===== src/rtl/assert_macros.svh =====
// ---------------------------------------------------------------------------
// Assertion macros
// Shared concurrent assertion forms for the RTL, clocked and reset-gated.
// ---------------------------------------------------------------------------
`ifndef ASSERT_MACROS_SVH
`define ASSERT_MACROS_SVH

// same-cycle implication
`define ASSERT_IMPLY(label, clk, rst_n, ante, cons) \
	label: assert property (@(posedge clk) disable iff (!(rst_n)) (ante) |-> (cons)) \
		else $error("same-cycle assertion failed");

// next-cycle implication
`define ASSERT_NEXT(label, clk, rst_n, ante, cons) \
	label: assert property (@(posedge clk) disable iff (!(rst_n)) (ante) |=> (cons)) \
		else $error("next-cycle assertion failed");

`endif


===== src/rtl/ssll_pkg.sv =====
// ---------------------------------------------------------------------------
// ssll_pkg
// Types and codes shared by the sorted list cells and the top level.
// ---------------------------------------------------------------------------
package ssll_pkg;

	localparam int KEY_W  = 32;
	localparam int AGE_W  = 8;
	localparam int KIND_W = 2;
	localparam int MODE_W = 2;
	localparam int CNT_OUT_W = 7;

	// operation kinds
	localparam logic [KIND_W-1:0] KIND_INSERT = 2'd0;
	localparam logic [KIND_W-1:0] KIND_DELETE = 2'd1;
	localparam logic [KIND_W-1:0] KIND_CHANGE = 2'd2;

	// token modes while it travels the chain
	localparam logic [MODE_W-1:0] MODE_SEARCH  = 2'd0;
	localparam logic [MODE_W-1:0] MODE_SHIFT_R = 2'd1;
	localparam logic [MODE_W-1:0] MODE_SHIFT_L = 2'd2;
	localparam logic [MODE_W-1:0] MODE_PASS    = 2'd3;

	typedef struct packed {
		logic             valid;
		logic [KEY_W-1:0] key;
		logic [AGE_W-1:0] age;
	} entry_t;

	typedef struct packed {
		logic              active;
		logic [MODE_W-1:0] mode;
		logic              ok;
		entry_t            carry;
	} token_t;

	typedef struct packed {
		logic [KIND_W-1:0] kind;
		logic [KEY_W-1:0]  key;
		logic [KEY_W-1:0]  new_key;
		logic [AGE_W-1:0]  age;
	} cmd_t;

endpackage


===== src/rtl/ssll_cell.sv =====
// ---------------------------------------------------------------------------
// ssll_cell
// One record slot of the ordered chain; processes the passing token.
// ---------------------------------------------------------------------------
module ssll_cell import ssll_pkg::*; (
	input  logic   clk,
	input  logic   arst_n,
	input  logic   step,   // advance the chain
	input  cmd_t   cmd,    // operation being walked, held for the whole pass
	input  token_t tin,    // token from the left neighbor
	input  entry_t nb,     // content of the right neighbor
	output entry_t ent,
	output token_t tout
);

	logic             val_q;
	logic [KEY_W-1:0] key_q;
	logic [AGE_W-1:0] age_q;
	token_t           tok_q;

	entry_t ent_cur;
	entry_t ent_d;
	token_t tok_d;
	logic   less;
	logic   found;

	assign ent_cur = '{valid: val_q, key: key_q, age: age_q};
	assign less    = $signed(key_q) < $signed(cmd.key);
	assign found   = val_q && (key_q == cmd.key);

	always_comb begin
		ent_d = ent_cur;
		tok_d = tin;
		if (tin.active) begin
			unique case (tin.mode)
				MODE_SEARCH: begin
					if (!(val_q && less)) begin
						// stop node reached
						tok_d.mode = MODE_PASS;
						tok_d.ok   = 1'b0;
						unique case (cmd.kind)
							KIND_INSERT: begin
								if (!found) begin
									ent_d       = '{valid: 1'b1, key: cmd.key, age: cmd.age};
									tok_d.carry = ent_cur;
									tok_d.mode  = MODE_SHIFT_R;
									tok_d.ok    = 1'b1;
								end
							end
							KIND_DELETE: begin
								if (found) begin
									ent_d      = nb;
									tok_d.mode = MODE_SHIFT_L;
									tok_d.ok   = 1'b1;
								end
							end
							KIND_CHANGE: begin
								if (found) begin
									ent_d.key = cmd.new_key;
									tok_d.ok  = 1'b1;
								end
							end
							default: begin
								tok_d.ok = 1'b0;
							end
						endcase
					end
				end
				MODE_SHIFT_R: begin
					// swap held record with the carried one
					ent_d       = tin.carry;
					tok_d.carry = ent_cur;
				end
				MODE_SHIFT_L: begin
					ent_d = nb;
				end
				MODE_PASS: begin
					ent_d = ent_cur;
				end
				default: begin
					ent_d = ent_cur;
				end
			endcase
		end
	end

	always_ff @(posedge clk or negedge arst_n) begin
		if (!arst_n) begin
			val_q <= 1'b0;
			tok_q <= '0;
		end else if (step) begin
			val_q <= ent_d.valid;
			tok_q <= tok_d;
		end
	end

	always_ff @(posedge clk) begin
		if (step) begin
			key_q <= ent_d.key;
			age_q <= ent_d.age;
		end
	end

	assign ent  = ent_cur;
	assign tout = tok_q;

endmodule


===== config.mk =====
export PLATFORM = sky130hd
export DESIGN_NAME = ssll_cell
export DESIGN_NICKNAME = d
export VERILOG_FILES = /design/src/rtl/assert_macros.svh /design/src/rtl/ssll_pkg.sv /design/src/rtl/ssll_cell.sv
export SDC_FILE = /design/constraint.sdc
export NUM_CORES = 1
export LEC_CHECK = 0
export BUFFER_PORTS_ARGS = -buffer_cell sky130_fd_sc_hd__buf_2
export CAP_MARGIN = 20
export CORE_MARGIN = 5
export CORE_UTILIZATION = 54
export CTS_BUF_LIST = sky130_fd_sc_hd__clkbuf_16
export DETAILED_ROUTE_END_ITERATION = 16
export PLACE_DENSITY = 0.94
export REMOVE_ABC_BUFFERS = 1
export SYNTH_ARGS = -nofsm -noshare
export SYNTH_HDL_FRONTEND = slang
export SYNTH_SLANG_ARGS = --single-unit

===== constraint.sdc =====
create_clock -name clk -period 8.5 [get_ports clk]
set_clock_uncertainty 0.1 [all_clocks]
set_input_delay 1.7 -clock clk [delete_from_list [all_inputs] [get_ports clk]]
set_output_delay 1.7 -clock clk [all_outputs]
set_load 0.02 [all_outputs]

* Yosys cells after proc, flatten, opt, wreduce, memory -nomap -nowiden
Cells that the tools add are included.
Word-level totals: output and inout port bits 86, flip-flop bits (word level) 86, logic and storage cells 47, input port bits 163
Operators by class: magnitude comparators 1, bitwise operators 1, multiplexer cells 18, reductions and logical operators 6, eq/ne operators 12
Operator list (count):
- $mux 41 | 4
- $mux 44 | 3
- $pmux 41 s3 | 1
- $pmux 32 s3 | 1
- $pmux 41 s2 | 1
- $eq 32x32->1 | 1
- $lt 32x32->1 | 1
- $mux 32 | 1
- $pmux 8 s2 | 1
- $ne 3x3->1 const B | 3
- $reduce_and 8->1 | 1
- $reduce_and 7->1 | 1
- $eq 2x2->1 const B | 3
- $eq 2x1->1 const B | 2
- $logic_not 2->1 | 2
- $ne 4x1->1 const B | 1
- $pmux 2 s2 | 1
- $mux 3 | 1
- $ne 3x1->1 const B | 1
- $pmux 1 s3 | 1
- $logic_and 1x1->1 | 2
- $mux 2 | 1
- $ne 2x2->1 const B | 1
- $pmux 1 s2 | 1
- other kinds (2) | 2

* Longest topological paths before layout
Gate-level depths: netlist (run 1).
depth in word-level cells 7, mapped depth 11

* Worst setup path before layout (run 1)
OpenSTA, ideal clock, no wires.
kind input to register, start point input port cmd[54] (netlist bit), end point register key_q[0] (enable), data arrival time 6063 ps, setup slack 1867 ps, data required time 7930 ps, stages on the path 10, path buffers 0, library setup time 470 ps, cell sequence inv_1 -> ha_1 -> a21oi_1 -> nand2_1 -> a22o_1 -> o41a_4 -> or3_1 -> xor2_1 -> a22o_1 -> a211oi_1
Between the ends: longest elaborated chain between the ends 4, elaborated cells between the ends (all ways) 9, classes of those cells 1 x order compare; 5 x eq/ne; 3 x reduce/logical
Ends and longest elaborated chain:
- from (decl) | line ssll_cell.sv:9 | input cmd_t cmd,
- $lt 32x32->1 / $eq 32x32->1 (equally long branches) | line ssll_cell.sv:28, ssll_cell.sv:29
- $logic_and 1x1->1 (on tied branches) | line ssll_cell.sv:37, ssll_cell.sv:29
- $ne 2x2->1 (no line) / $ne 3x3->1 (equally long branches)
- $reduce_and 8->1 (no line) *
- to (signal assigned) | line ssll_cell.sv:99 | key_q <= ent_d.key;
- to (decl) | line ssll_cell.sv:17 | logic [KEY_W-1:0] key_q;
Mark *: on every way between the ends. The rest lies on a longest branch, timed or not. A chain may end at the register's enable or synchronous reset.

* Worst setup path after layout (run 1)
start point input port cmd[54] (netlist bit), end point register key_q[4] (enable)
Same word-level chain as after synthesis.

==> results by group, run 1 <==
Final layout
  • Most frequent cells in the layout: 247 x buf_2, 105 x nor2_1, 91 x a21oi_1, 72 x a22oi_1, 71 x inv_1
  • Final #Nets: 1,152
  • Area grow syn2layout: 24.41%
  • Commonest non-fill, non-tap cell in the layout: buf_2
  • Final core utilization: between 60 and 70%
  • Final Instance Area: 7830 um2
  • Fill cells: around 900
  • Antenna diodes: 0
  • Layout cell share with drive strength beyond 1: 30.40%

Power and ir drop
  • Flop pwr share: between 40% and 50%
  • Total power draw: 1277 uW
  • Clock power frac: approximately 28%
  • Logic pwr share: between 30% and 40%
  • Power Density: around 160 nW/um2
  • Max VDD drop: 0.09119 mV
  • Leakage: between 0.003 and 0.004 uW
  • Psw: approximately 440 uW
  • Switching share of power: approximately a third
  • Internal power: ~830 uW

Placed design
  • DPL Wire Length: 14,830 um
  • Routability Congestion: roughly 0.89
  • Port Buffers: around 250
  • Placed inst area: roughly 7500 um2

Setup path
  • Cells along the critical path: buf_2 -> inv_1 -> ha_1 -> a21oi_1 -> nand2_1 -> a22o_1 -> o41a_4 -> or3_1 -> xor2_1 -> a22o_1 -> a211oi_4 -> buf_4
  • R2R depth: 10
  • Crit Path Max Fanout: 21
  • CP dominant cell by count: a22o_1
  • Setup Crit Path Kind: input pin to flip-flop
  • Crit end category: flip-flop
  • R2r setup slk: roughly 4.5 ns
  • Critical Path RT: approximately 8.4 ns
  • FF-to-FF End: key_q[4]
  • Arr. time, crit path: just over 5 ns
  • Worst stage delay on the critical path: 0.66 ns
  • Reg2reg start: key_q[14]
  • Slowest cell on the critical path: a211oi_4
  • Critical Path Start Type: input pin

Synthesis
  • Synth Register Bits: 86
  • Area leader, netlist: edfxtp_1
  • Count of cell types in the netlist: 52
  • XOR/XNOR Fraction of Synth Area: less than 1%
  • Synth Area in Adders: 7.952%
  • Asr flop ratio synth: 53.49%
  • Compound-Gate Fraction of Synth Area: 28.33%
  • Mux share of post-synthesis cell area: roughly 2.5%
  • Synth top area share: a little under a fifth
  • Syn Area/Cell: about 8.5 um2
  • Mapped cell area: 6294 um2
  • Mapped Cells: 737
  • Seq/Total Area, Yosys: between 30% and 40%
  • Largest family of logic cells by synthesized area: compound AO/OA/AOI/OAI gates
  • Synth top area cells: edfxtp_1 19%, dfrtp_1 18%, a22oi_1 8.6%
  • Yosys warns: 0
  • Synth Flop Type: dfrtp_1
  • Post-synth EDFFs: 40
  • Simple logic cell fraction of the synthesized area: 15.65%

Floorplan
  • Initial Util: a little under three fifths
  • Die area: ~14,000 um2
  • Num ports: 249
  • Die Ht: ~120 um
  • Num rows: 39
  • Die X: 118.0 um
  • Core area: between 10,000 and 15,000 um2

Timing
  • Final Cycle Share: 60.14%
  • Final Max Tran Viols: 0
  • Post-route minimum period: around 5.1 ns
  • Unrepaired setup endpoints after global routing: no
  • Setup violations, final: 0
  • Final Hold Violating Endpoints: 0
  • Slew headroom: 26.49%
  • Setup TNS: 0 ns
  • Worst Tran Pin Value: 1.103 ns
  • Fmax: just under 0.2 GHz

Clocking
  • Clock Pin Slew Worst Setup and Hold Paths: roughly 0.06 ns
  • Total CTS buffers: 9
  • H-Tree Depth: 3
  • Clk sinks: 86
  • Cts repair resizes: 0
  • # hold bufs at CTS: 0
  • Skew-Pair Late Insertion Delay: ~0.34 ns
  • TritonCTS clock tree: yes
  • Setup bufs post-CTS: 0
  • Clk Tree Root Cell: clkbuf_16
  • Clock buffer depth: 2

Status
  • Status: finished, final reports clean

Drt
  • DRC errors left: 0
  • Post-route antenna net violation count: 0
  • Via/cell ratio: 6.112
  • 1st-pass router iterations: 5
  • Final WL: roughly 21,000 um
  • DRT iter0 DRCs: around 500
  • Via count: about 6,700
  • DR WL/cell: roughly 19 um

Global routing
  • Largest net degree at the start of global routing: between 60 and 70
  • Gr ovfl total: 0
  • All-Layer GR Usage: 28.86%
  • First-pass GRT wire length: roughly 33,000 um
  • Vias in the first global route: ~6,700
  • Antenna violations before repair: 0

Hold path
  • Cell depth of the worst hold path: 2
  • Worst Hold Launch: tout[0]
  • Worst Hold End: tout[0]
  • Hold Crit Class: flip-flop to flip-flop

Run
  • Max-cap viol count: 0
worst max path at each step:
stage	start	end	slack (ns)	cells past startpoint
2_1_floorplan	cmd[54]	key_q[0]	1.87	10
3_3_place_gp	cmd[54]	key_q[12]	3.16	12
3_5_place_dp	cmd[47]	key_q[0]	3.06	12
4_1_cts	cmd[54]	key_q[3]	3.38	12
5_1_grt	cmd[54]	key_q[5]	3.23	12
6_report	cmd[54]	key_q[4]	3.39	12
power by group through the flow:
stage	combinational, uW	sequential [uW]	clock (uW)
global placement	382	527	0
global route	440	527	367
finish	404	522	351
CTS	399	521	349
detailed placement	395	529	0
floorplan	183	577	0
routing by layer:
metal	vias up	share of wire (%)	track usage [%]	wire, um
met5	-	0	0	0
met4	0	3.5	13.33	741
li1	3108	-	-	-
met1	3126	38	33.60	7971
met3	73	8.5	6.151	1785
met2	398	50	50.53	10480
cell type report:
class / count / area (um2) / area share (%)
Clock inverter: 7 / 27.53 / 0.3515
Timing Repair Buffer: 256 / 1329 / 16.97
Multi-Input combinational cell: 528 / 3462 / 44.22
Sequential cell: 86 / 2352 / 30.04
Tap cell: 143 / 178.9 / 2.285
Clock buffer: 9 / 225.2 / 2.876
Inverter: 68 / 255.2 / 3.260
worst max-delay path: cells and delay by family:
| family | cells | cell delay [ns] |
|---|---|---|
| AOI/OAI and AO/OA | 5 | 1.75 |
| buffers and inverters | 3 | 0.57 |
| and+or+nand+nor | 2 | 0.49 |
| adders and majority gates | 1 | 0.33 |
| xor gates and xnor gates | 1 | 0.17 |
state kept, by name, indices dropped and copies added, names as in the netlist:
signal / count
tout: 45
key_q: 32
age_q: 8
val_q: 1
Yosys cell counts, types with 2 or more instances:
library cell    n
nor2_1        105
a21oi_1        92
a22oi_1        72
inv_1          68
dfrtp_1        46
edfxtp_1       40
ha_1           40
clkbuf_1       34
a211oi_1       28
nand2_1        26
nand2b_1       26
o22ai_1        23
o21ai_0        21
buf_1          10
mux2i_1        10
a32oi_1         9
nand3_1         9
nor2b_1         9
a21o_1          7
and3_1          6
buf_2           4
buf_6           4
mux2_2          4
nand4_1         4
buf_4           3
nand4_2         3
o211ai_1        3
or3_1           3
a22o_1          2
and4_1          2
nor4_4          2
o21ai_1         2
stage by stage:
stage,std cells,hold WS (ns),worst slack [ns]
floorplan,682,0.4982,1.867
global placement,1079,0.3789,3.163
detailed placement,1079,0.3876,3.060
CTS,1095,0.4038,3.379
global route,1097,0.4458,3.232
finish,1097,0.4038,3.388
kinds of logic (layout without fill, tap and decap cells):
family,count (synthesis),after routing
buffers and inverters,123,340
AO/OA/AOI/OAI,270,270
XOR/XNOR,1,1
AND/OR/NAND/NOR,202,202
adder cells (fa/ha/maj),40,40
flip-flops,86,86
multiplexers,15,15
Power figures use the tool's default switching activity.
==> run 2, diff against run 1 <==
--- a/config.mk
+++ b/config.mk
@@ -5,13 +5,14 @@
 export SDC_FILE = /design/constraint.sdc
 export NUM_CORES = 1
 export LEC_CHECK = 0
+export ABC_AREA = 1
 export BUFFER_PORTS_ARGS = -buffer_cell sky130_fd_sc_hd__buf_2
 export CAP_MARGIN = 20
 export CORE_MARGIN = 5
-export CORE_UTILIZATION = 54
+export CORE_UTILIZATION = 52
 export CTS_BUF_LIST = sky130_fd_sc_hd__clkbuf_16
 export DETAILED_ROUTE_END_ITERATION = 16
-export PLACE_DENSITY = 0.94
+export PLACE_DENSITY = 0.89
 export REMOVE_ABC_BUFFERS = 1
 export SYNTH_ARGS = -nofsm -noshare
 export SYNTH_HDL_FRONTEND = slang
==> constraint.sdc (replaced) <==
create_clock -name clk -period 4.93 [get_ports clk]
set_clock_uncertainty 0.1 [all_clocks]
set_input_delay 0.986 -clock clk [delete_from_list [all_inputs] [get_ports clk]]
set_output_delay 0.986 -clock clk [all_outputs]
set_load 0.02 [all_outputs]
==> results by group, run 2 <==
Global routing
  • All-Layer GR Usage: 30.46% (was 28.86%)
  • Largest net degree at the start of global routing: 78 (was 65)
  • Antenna violations before repair: 0 (unchanged)
  • First-pass GRT wire length: 39,940 um (was 33,020 um)
  • Vias in the first global route: 8,139 (was 6,702)
  • Gr ovfl total: 0 (unchanged)

Synthesis
  • Post-synth EDFFs: 40 (unchanged)
  • XOR/XNOR Fraction of Synth Area: 0% (was 0.1392%)
  • Count of cell types in the netlist: 34 (was 52)
  • Mapped cell area: 7171 um2 (was 6294 um2)
  • Synth top area share: 19.58% (was 19.09%)
  • Synth Area in Adders: 6.980% (was 7.952%)
  • Yosys warns: 0 (unchanged)
  • Mux share of post-synthesis cell area: 0% (was 2.485%)
  • Compound-Gate Fraction of Synth Area: 25.79% (was 28.33%)
  • Synth Flop Type: dfrtp_1 (unchanged)
  • Synth top area cells: nand2_1 20%, edfxtp_1 17%, dfrtp_1 16% (was edfxtp_1 19%, dfrtp_1 18%, a22oi_1 8.6%)
  • Area leader, netlist: nand2_1 (was edfxtp_1)
  • Top-count cell post-synth: nand2_1 (was nor2_1)
  • Syn Area/Cell: 6.862 um2 (was 8.539 um2)
  • Simple logic cell fraction of the synthesized area: 24.93% (was 15.65%)
  • Post-synth top cells: 374 x nand2_1, 174 x a21oi_1, 83 x inv_1, 55 x clkbuf_1, 46 x dfrtp_1 (was 105 x nor2_1, 92 x a21oi_1, 72 x a22oi_1, 68 x inv_1, 46 x dfrtp_1)
  • Asr flop ratio synth: 53.49% (unchanged)
  • Seq/Total Area, Yosys: 32.80% (was 37.38%)
  • Mapped Cells: 1,045 (was 737)
  • Synth Register Bits: 86 (unchanged)
  • Largest family of logic cells by synthesized area: compound AO/OA/AOI/OAI gates (unchanged)

Power and ir drop
  • Internal power: 1434 uW (was 833.5 uW)
  • Max VDD drop: 0.1599 mV (was 0.09119 mV)
  • Logic pwr share: 33.2% (was 31.6%)
  • Power Density: 262.9 nW/um2 (was 163.1 nW/um2)
  • Psw: 846.1 uW (was 443.8 uW)
  • Clock power frac: 27.8% (was 27.5%)
  • Flop pwr share: 38.9% (was 40.9%)
  • Leakage: 0.004383 uW (was 0.003736 uW)
  • Switching share of power: 37.10% (was 34.75%)
  • Total power draw: 2280 uW (was 1277 uW)

Drt
  • Final WL: 25,150 um (was 20,980 um)
  • Via count: 8,427 (was 6,705)
  • 1st-pass router iterations: 10 (was 5)
  • DR WL/cell: 17.59 um (was 19.12 um)
  • Via/cell ratio: 5.893 (was 6.112)
  • DRT iter0 DRCs: 869 (was 501)
  • DRC errors left: 0 (unchanged)
  • Post-route antenna net violation count: 0 (unchanged)

Setup path
  • Critical Path RT: 5.07 ns (was 8.41 ns)
  • Cells along the critical path: buf_2 -> inv_1 -> ha_1 -> nand2_1 -> nor2_2 -> nand4_2 -> nor2_4 -> nand3_2 -> nand2_1 -> inv_2 -> nand2_2 -> nand2_1 -> nand2_1 -> o21ai_1 -> nand2_1 -> nand2_1 (was buf_2 -> inv_1 -> ha_1 -> a21oi_1 -> nand2_1 -> a22o_1 -> o41a_4 -> or3_1 -> xor2_1 -> a22o_1 -> a211oi_4 -> buf_4)
  • Critical Path Start Type: input pin (unchanged)
  • Slowest cell on the critical path: inv_2 (was a211oi_4)
  • Worst stage delay on the critical path: 0.43 ns (was 0.66 ns)
  • Setup Crit Path Kind: input pin to flip-flop (unchanged)
  • Arr. time, crit path: 3.84 ns (was 5.03 ns)
  • Crit end category: flip-flop (unchanged)
  • CP dominant cell by count: nand2_1 (was a22o_1)
  • Crit Path Max Fanout: 49 (was 21)

Clocking
  • Cts repair resizes: 0 (unchanged)
  • Clk Tree Root Cell: clkbuf_16 (unchanged)
  • Total CTS buffers: 9 (unchanged)
  • H-Tree Depth: 3 (unchanged)
  • Clock Pin Slew Worst Setup and Hold Paths: 0.06 ns (about the same)
  • Clock buffer depth: 2 (unchanged)
  • Skew-Pair Late Insertion Delay: 0.35 ns (was 0.34 ns)
  • # hold bufs at CTS: 0 (unchanged)
  • Setup bufs post-CTS: 0 (unchanged)
  • TritonCTS clock tree: yes (unchanged)
  • Clk sinks: 86 (unchanged)

Final layout
  • Final #Nets: 1,448 (was 1,152)
  • Commonest non-fill, non-tap cell in the layout: nand2_1 (was buf_2)
  • Footprint of the multi-input gates: 4153 um2 (was 3462 um2)
  • Antenna diodes: 0 (unchanged)
  • Fill cells: 1,291 (was 910)
  • Non-Filler Instances: 1,430 (was 1,097)
  • Register area: 2352 um2 (unchanged)
  • Layout cell share with drive strength beyond 1: 23.92% (was 30.40%)
  • Most frequent cells in the layout: 374 x nand2_1, 248 x buf_2, 174 x a21oi_1, 83 x inv_1, 46 x dfrtp_1 (was 247 x buf_2, 105 x nor2_1, 91 x a21oi_1, 72 x a22oi_1, 71 x inv_1)
  • Max reg flops: 45 (unchanged)
  • Area grow syn2layout: 20.97% (was 24.41%)

Timing
  • Final Hold Violating Endpoints: 0 (unchanged)
  • Post-route minimum period: about 3.7 ns
  • Slew headroom: 35.68% (was 26.49%)
  • Setup violations, final: 0 (unchanged)
  • Final Cycle Share: around 75%
  • Final Max Tran Viols: 0 (unchanged)
  • Worst Tran Pin Value: 0.9648 ns (was 1.103 ns)
  • Setup TNS: 0 ns (unchanged)
  • Fmax: roughly 0.27 GHz
  • Unrepaired setup endpoints after global routing: no (unchanged)

Floorplan
  • Die Ht: 127.4 um (was 118.0 um)
  • Initial Util: 52.27% (was 55.12%)
  • Core area: 13,720 um2 (was 11,420 um2)
  • Num ports: 249 (unchanged)
  • Die X: 127.4 um (was 118.0 um)
  • Die area: 16,240 um2 (was 13,910 um2)
  • Num rows: 43 (was 39)

Placed design
  • Routability Congestion: 0.9038 (was 0.8921)
  • Port Buffers: 248 (unchanged)
  • DPL Wire Length: 17,990 um (was 14,830 um)
  • Placed cell count: 1,414 (was 1,079)

Hold path
  • Hold Crit Class: flip-flop to flip-flop (unchanged)

Status
  • Status: finished, final reports clean (unchanged)

Run
  • Max-cap viol count: 0 (unchanged)
## run 2: cell types whose count changed after synthesis, sizes merged, moves of 20 or more
cell     previous run  this run
nand2              26       378
a21oi              92       175
nor2              105        36
a22oi              72        32
o2bb2ai             1        32
a211oi             28         1
nand2b             26         0
o22ai              23         0
clkbuf             34        55
inv                68        88
## run 2: final timing paths
check / startpoint / endpoint / slack (ns) / cells after the start
max: cmd[71] / tout[12] / 1.23 / 16
min: tout[29] / tout[29] / 0.38 / 2
max reg2reg: key_q[15] / tout[12] / 1.51 / 14
min reg2reg: tout[29] / tout[29] / 0.38 / 2
max in group asynchronous: arst_n / tout[12] / 3.58 / 2
min in group asynchronous: arst_n / tout[20] / 0.64 / 2
## run 2: cell families after synthesis
| family | after synthesis |
|---|---|
| AOI/OAI and AO/OA | 309 |
| DFF | 86 |
| and+or+nand+nor | 448 |
| adders and majority gates | 40 |
| buffers and inverters | 162 |
## run 2: worst max-delay path, delay by kind of cell
| family | cells | cell delay, ns |
|---|---|---|
| AOI/OAI and AO/OA | 1 | 0.06 |
| adders and majority gates | 1 | 0.38 |
| and+or+nand+nor | 11 | 1.83 |
| buffers and inverters | 3 | 0.56 |
## run 2: metal layers
layer | vias to the layer above | GRT usage, % | part of all wire (%)
met5 | - | 0 | 0
met4 | 0 | 16.09 | 4.5
met3 | 103 | 5.853 | 11
met2 | 551 | 49.61 | 46
met1 | 3828 | 38.31 | 39
li1 | 3945 | - | -
## run 2: cell type report
cell class | count | area share (%)
Clock buffer | 9 | 2.596
Clock inverter | 7 | 0.4760
Inverter | 90 | 3.909
Multi-Input combinational cell | 797 | 47.87
Sequential cell | 86 | 27.12
Tap cell | 180 | 2.596
Timing Repair Buffer | 261 | 15.43
## run 2: through the flow
step / hold WS (ns) / utilization (%) / instance area, um2 / worst slack (ns)
after floorplan: 0.4844 / - / 6829 / 0.3666
after global placement: 0.3532 / 61.29 / 8408 / 1.007
after detailed placement: 0.3628 / 61.29 / 8408 / 0.8813
after CTS: 0.3798 / 63.23 / 8675 / 1.243
after global routing: 0.4008 / 63.23 / 8675 / 0.9441
final: 0.3770 / 63.23 / 8675 / 1.230
## run 2: power by group through the flow
stage / sequential (uW) / clock, uW / combinational [uW]
floorplan: 969 / 0 / 371
global placement: 899 / 0 / 730
detailed placement: 899 / 0 / 747
CTS: 886 / 640 / 750
global route: 895 / 670 / 836
finish: 887 / 635 / 758
==> run 3, diff against run 2 <==
--- a/config.mk
+++ b/config.mk
@@ -5,14 +5,14 @@
 export SDC_FILE = /design/constraint.sdc
 export NUM_CORES = 1
 export LEC_CHECK = 0
-export ABC_AREA = 1
+export ABC_AREA = 0
 export BUFFER_PORTS_ARGS = -buffer_cell sky130_fd_sc_hd__buf_2
 export CAP_MARGIN = 20
 export CORE_MARGIN = 5
-export CORE_UTILIZATION = 52
+export CORE_UTILIZATION = 50
 export CTS_BUF_LIST = sky130_fd_sc_hd__clkbuf_16
 export DETAILED_ROUTE_END_ITERATION = 16
-export PLACE_DENSITY = 0.89
+export PLACE_DENSITY = 0.88
 export REMOVE_ABC_BUFFERS = 1
 export SYNTH_ARGS = -nofsm -noshare
 export SYNTH_HDL_FRONTEND = slang
==> constraint.sdc (replaced) <==
create_clock -name clk -period 3.8 [get_ports clk]
set_clock_uncertainty 0.1 [all_clocks]
set_input_delay 0.76 -clock clk [delete_from_list [all_inputs] [get_ports clk]]
set_output_delay 0.76 -clock clk [all_outputs]
set_load 0.02 [all_outputs]
==> results by group, run 3 (same netlist as run 1, synthesis figures left out) <==
Setup path
  • Setup Crit Path Kind: input pin to flip-flop (unchanged)
  • CP Buf/Inv Count: 3 (unchanged)
  • Crit Path Max Fanout: 32 (was 49)
  • Crit end category: flip-flop (unchanged)
  • Cells along the critical path: buf_2 -> inv_1 -> ha_1 -> a21o_1 -> nand3_1 -> a21oi_1 -> o41a_4 -> or3_1 -> xor2_1 -> a22o_1 -> a211oi_4 -> buf_12 (was buf_2 -> inv_1 -> ha_1 -> nand2_1 -> nor2_2 -> nand4_2 -> nor2_4 -> nand3_2 -> nand2_1 -> inv_2 -> nand2_2 -> nand2_1 -> nand2_1 -> o21ai_1 -> nand2_1 -> nand2_1)
  • Top Family by Delay on Critical Path: compound AO/OA/AOI/OAI gates (was simple AND/OR/NAND/NOR gates)
  • Worst stage delay on the critical path: 0.47 ns (was 0.43 ns)
  • Arr. time, crit path: 3.40 ns (was 3.84 ns)
  • Critical Path RT: 3.73 ns (was 5.07 ns)
  • Critical Path Start Type: input pin (unchanged)
  • Slowest cell on the critical path: o41a_4 (was inv_2)

Placed design
  • Place WS: -0.01438 ns (was 0.8813 ns)
  • DPL Wire Length: 14,840 um (was 17,990 um)
  • Routability Congestion: 0.8550 (was 0.9038)
  • Port Buffers: 248 (unchanged)

Final layout
  • Area grow syn2layout: 27.89% (was 20.97%)
  • Antenna diodes: 0 (unchanged)
  • Register area: 2352 um2 (unchanged)
  • Fill cells: 1,085 (was 1,291)
  • Final core utilization: 64.57% (was 63.23%)
  • Layout cell share with drive strength beyond 1: 31.50% (was 23.92%)
  • Final #Nets: 1,160 (was 1,448)
  • Most frequent cells in the layout: 247 x buf_2, 105 x nor2_1, 91 x a21oi_1, 72 x a22oi_1, 69 x inv_1 (was 374 x nand2_1, 248 x buf_2, 174 x a21oi_1, 83 x inv_1, 46 x dfrtp_1)
  • Commonest non-fill, non-tap cell in the layout: buf_2 (was nand2_1)
  • Footprint of the multi-input gates: 3462 um2 (was 4153 um2)
  • Max reg flops: 45 (unchanged)

Floorplan
  • Die X: 122.2 um (was 127.4 um)
  • Die Ht: 122.2 um (was 127.4 um)
  • Core area: 12,470 um2 (was 13,720 um2)
  • Num ports: 249 (unchanged)
  • Num rows: 41 (was 43)
  • Initial Util: 50.49% (was 52.27%)
  • Die area: 14,930 um2 (was 16,240 um2)

Power and ir drop
  • Logic pwr share: 28.6% (was 33.2%)
  • Psw: 997.9 uW (was 846.1 uW)
  • Max VDD drop: 0.2819 mV (was 0.1599 mV)
  • Clock power frac: 34.3% (was 27.8%)
  • Leakage: 0.003824 uW (was 0.004383 uW)
  • Switching share of power: 31.71% (was 37.10%)
  • Power Density: 391.0 nW/um2 (was 262.9 nW/um2)
  • Internal power: 2149 uW (was 1434 uW)
  • Flop pwr share: 37.1% (was 38.9%)

Global routing
  • Antenna violations before repair: 0 (unchanged)
  • Busiest grt layer: met2 (unchanged)
  • Largest net degree at the start of global routing: 65 (was 78)
  • GRT met1 Usage: 34.13% (was 38.31%)
  • All-Layer GR Usage: 26.37% (was 30.46%)
  • Vias in the first global route: 6,295 (was 8,139)
  • Met3 Resource Use GR: 4.550% (was 5.853%)
  • Met2 Usage GRT: 44.61% (was 49.61%)
  • First-pass GRT wire length: 31,240 um (was 39,940 um)
  • Gr ovfl total: 0 (unchanged)

Clocking
  • Clk Tree Root Cell: clkbuf_16 (unchanged)
  • Skew-Pair Late Insertion Delay: 0.34 ns (was 0.35 ns)
  • # hold bufs at CTS: 0 (unchanged)
  • H-Tree Depth: 3 (unchanged)
  • TritonCTS clock tree: yes (unchanged)
  • Setup bufs post-CTS: 0 (unchanged)
  • Clock Pin Slew Worst Setup and Hold Paths: 0.06 ns (about the same)
  • Clock buffer depth: 2 (unchanged)
  • Cts repair resizes: 0 (unchanged)
  • Total CTS buffers: 9 (unchanged)
  • Clk sinks: 86 (unchanged)

Timing
  • Fmax: a little under 0.3 GHz
  • Final Max Tran Viols: 0 (unchanged)
  • Final Cycle Share: approximately 90%
  • Worst Tran Pin Value: 1.055 ns (was 0.9648 ns)
  • Unrepaired setup endpoints after global routing: no (unchanged)
  • Post-route minimum period: roughly 3.5 ns
  • Slew headroom: 29.49% (was 35.68%)
  • Worst setup margin: 0.3334 ns (was 1.230 ns)
  • Setup violations, final: 0 (unchanged)
  • Final Hold Violating Endpoints: 0 (unchanged)

Drt
  • DRC errors left: 0 (unchanged)
  • DRT iter0 DRCs: 560 (was 869)
  • DR WL/cell: 17.83 um (was 17.59 um)
  • Post-route antenna net violation count: 0 (unchanged)
  • 1st-pass router iterations: 6 (was 10)
  • Final WL: 20,220 um (was 25,150 um)
  • Via/cell ratio: 5.787 (was 5.893)
  • Via count: 6,562 (was 8,427)

Status
  • Status: finished, final reports clean (unchanged)

Hold path
  • Hold Crit Class: input pin to async pin (was flip-flop to flip-flop)

Run
  • Max-cap viol count: 0 (unchanged)
[run 3: cell count changes in the layout (fill, tap and decap cells not counted), moves of 26 or more]
cell / before / now
nand2_1: 374 / 26
a21oi_1: 174 / 91
nand2b_1: 0 / 26
o2bb2ai_1: 32 / 1
a211oi_1: 0 / 27
a22oi_1: 32 / 72
nor2_1: 32 / 105
[run 3: metal layers]
| layer | vias to the layer above | share of wire (%) |
|---|---|---|
| met5 | - | 0 |
| met4 | 0 | 2.2 |
| met3 | 38 | 8.6 |
| met2 | 356 | 49 |
| met1 | 3053 | 40 |
| li1 | 3115 | - |
[run 3: metrics by stage]
stage | instance area [um2] | total power, uW | instances | TNS, ns | hold WS [ns]
2_1_floorplan | 6041 | 1701 | 682 | -60.57 | 0.3644
3_3_place_gp | 7686 | 2051 | 1118 | 0 | 0.3797
3_5_place_dp | 7686 | 2076 | 1118 | -0.2632 | 0.3866
4_1_cts | 8049 | 3151 | 1134 | 0 | 0.3139
5_1_grt | 8049 | 3292 | 1134 | 0 | 0.3338
6_report | 8049 | 3147 | 1134 | 0 | 0.2963
[run 3: layout make-up]
type                    instances  area share (%)
multi-input cells             528           43.01
flip-flops and latches         86           29.22
repair buffers                264           17.41
inverters                      68           3.171
clock buffers                   9           2.798
well taps                     172           2.674
clock inverters                 7           1.710
[run 3: path summary, 6_finish.rpt]
| path | cells past startpoint | end | start | slack [ns] |
|---|---|---|---|---|
| setup / recovery | 12 | key_q[13] | cmd[49] | 0.33 |
| hold / removal | 1 | tout[19] | arst_n | 0.30 |
| setup reg to reg | 10 | key_q[13] | key_q[9] | 0.43 |
| hold reg to reg | 2 | tout[0] | tout[0] | 0.40 |
| max in group asynchronous | 2 | val_q | arst_n | 2.53 |
| min in group clk | 2 | tout[0] | tout[0] | 0.40 |
[run 3: power by group through the flow]
stage,clock (uW),combinational (uW),sequential [uW]
after floorplan,0,410,1290
after global placement,0,872,1180
after detailed placement,0,894,1180
after CTS,1090,899,1160
after global routing,1130,987,1180
final,1080,901,1170
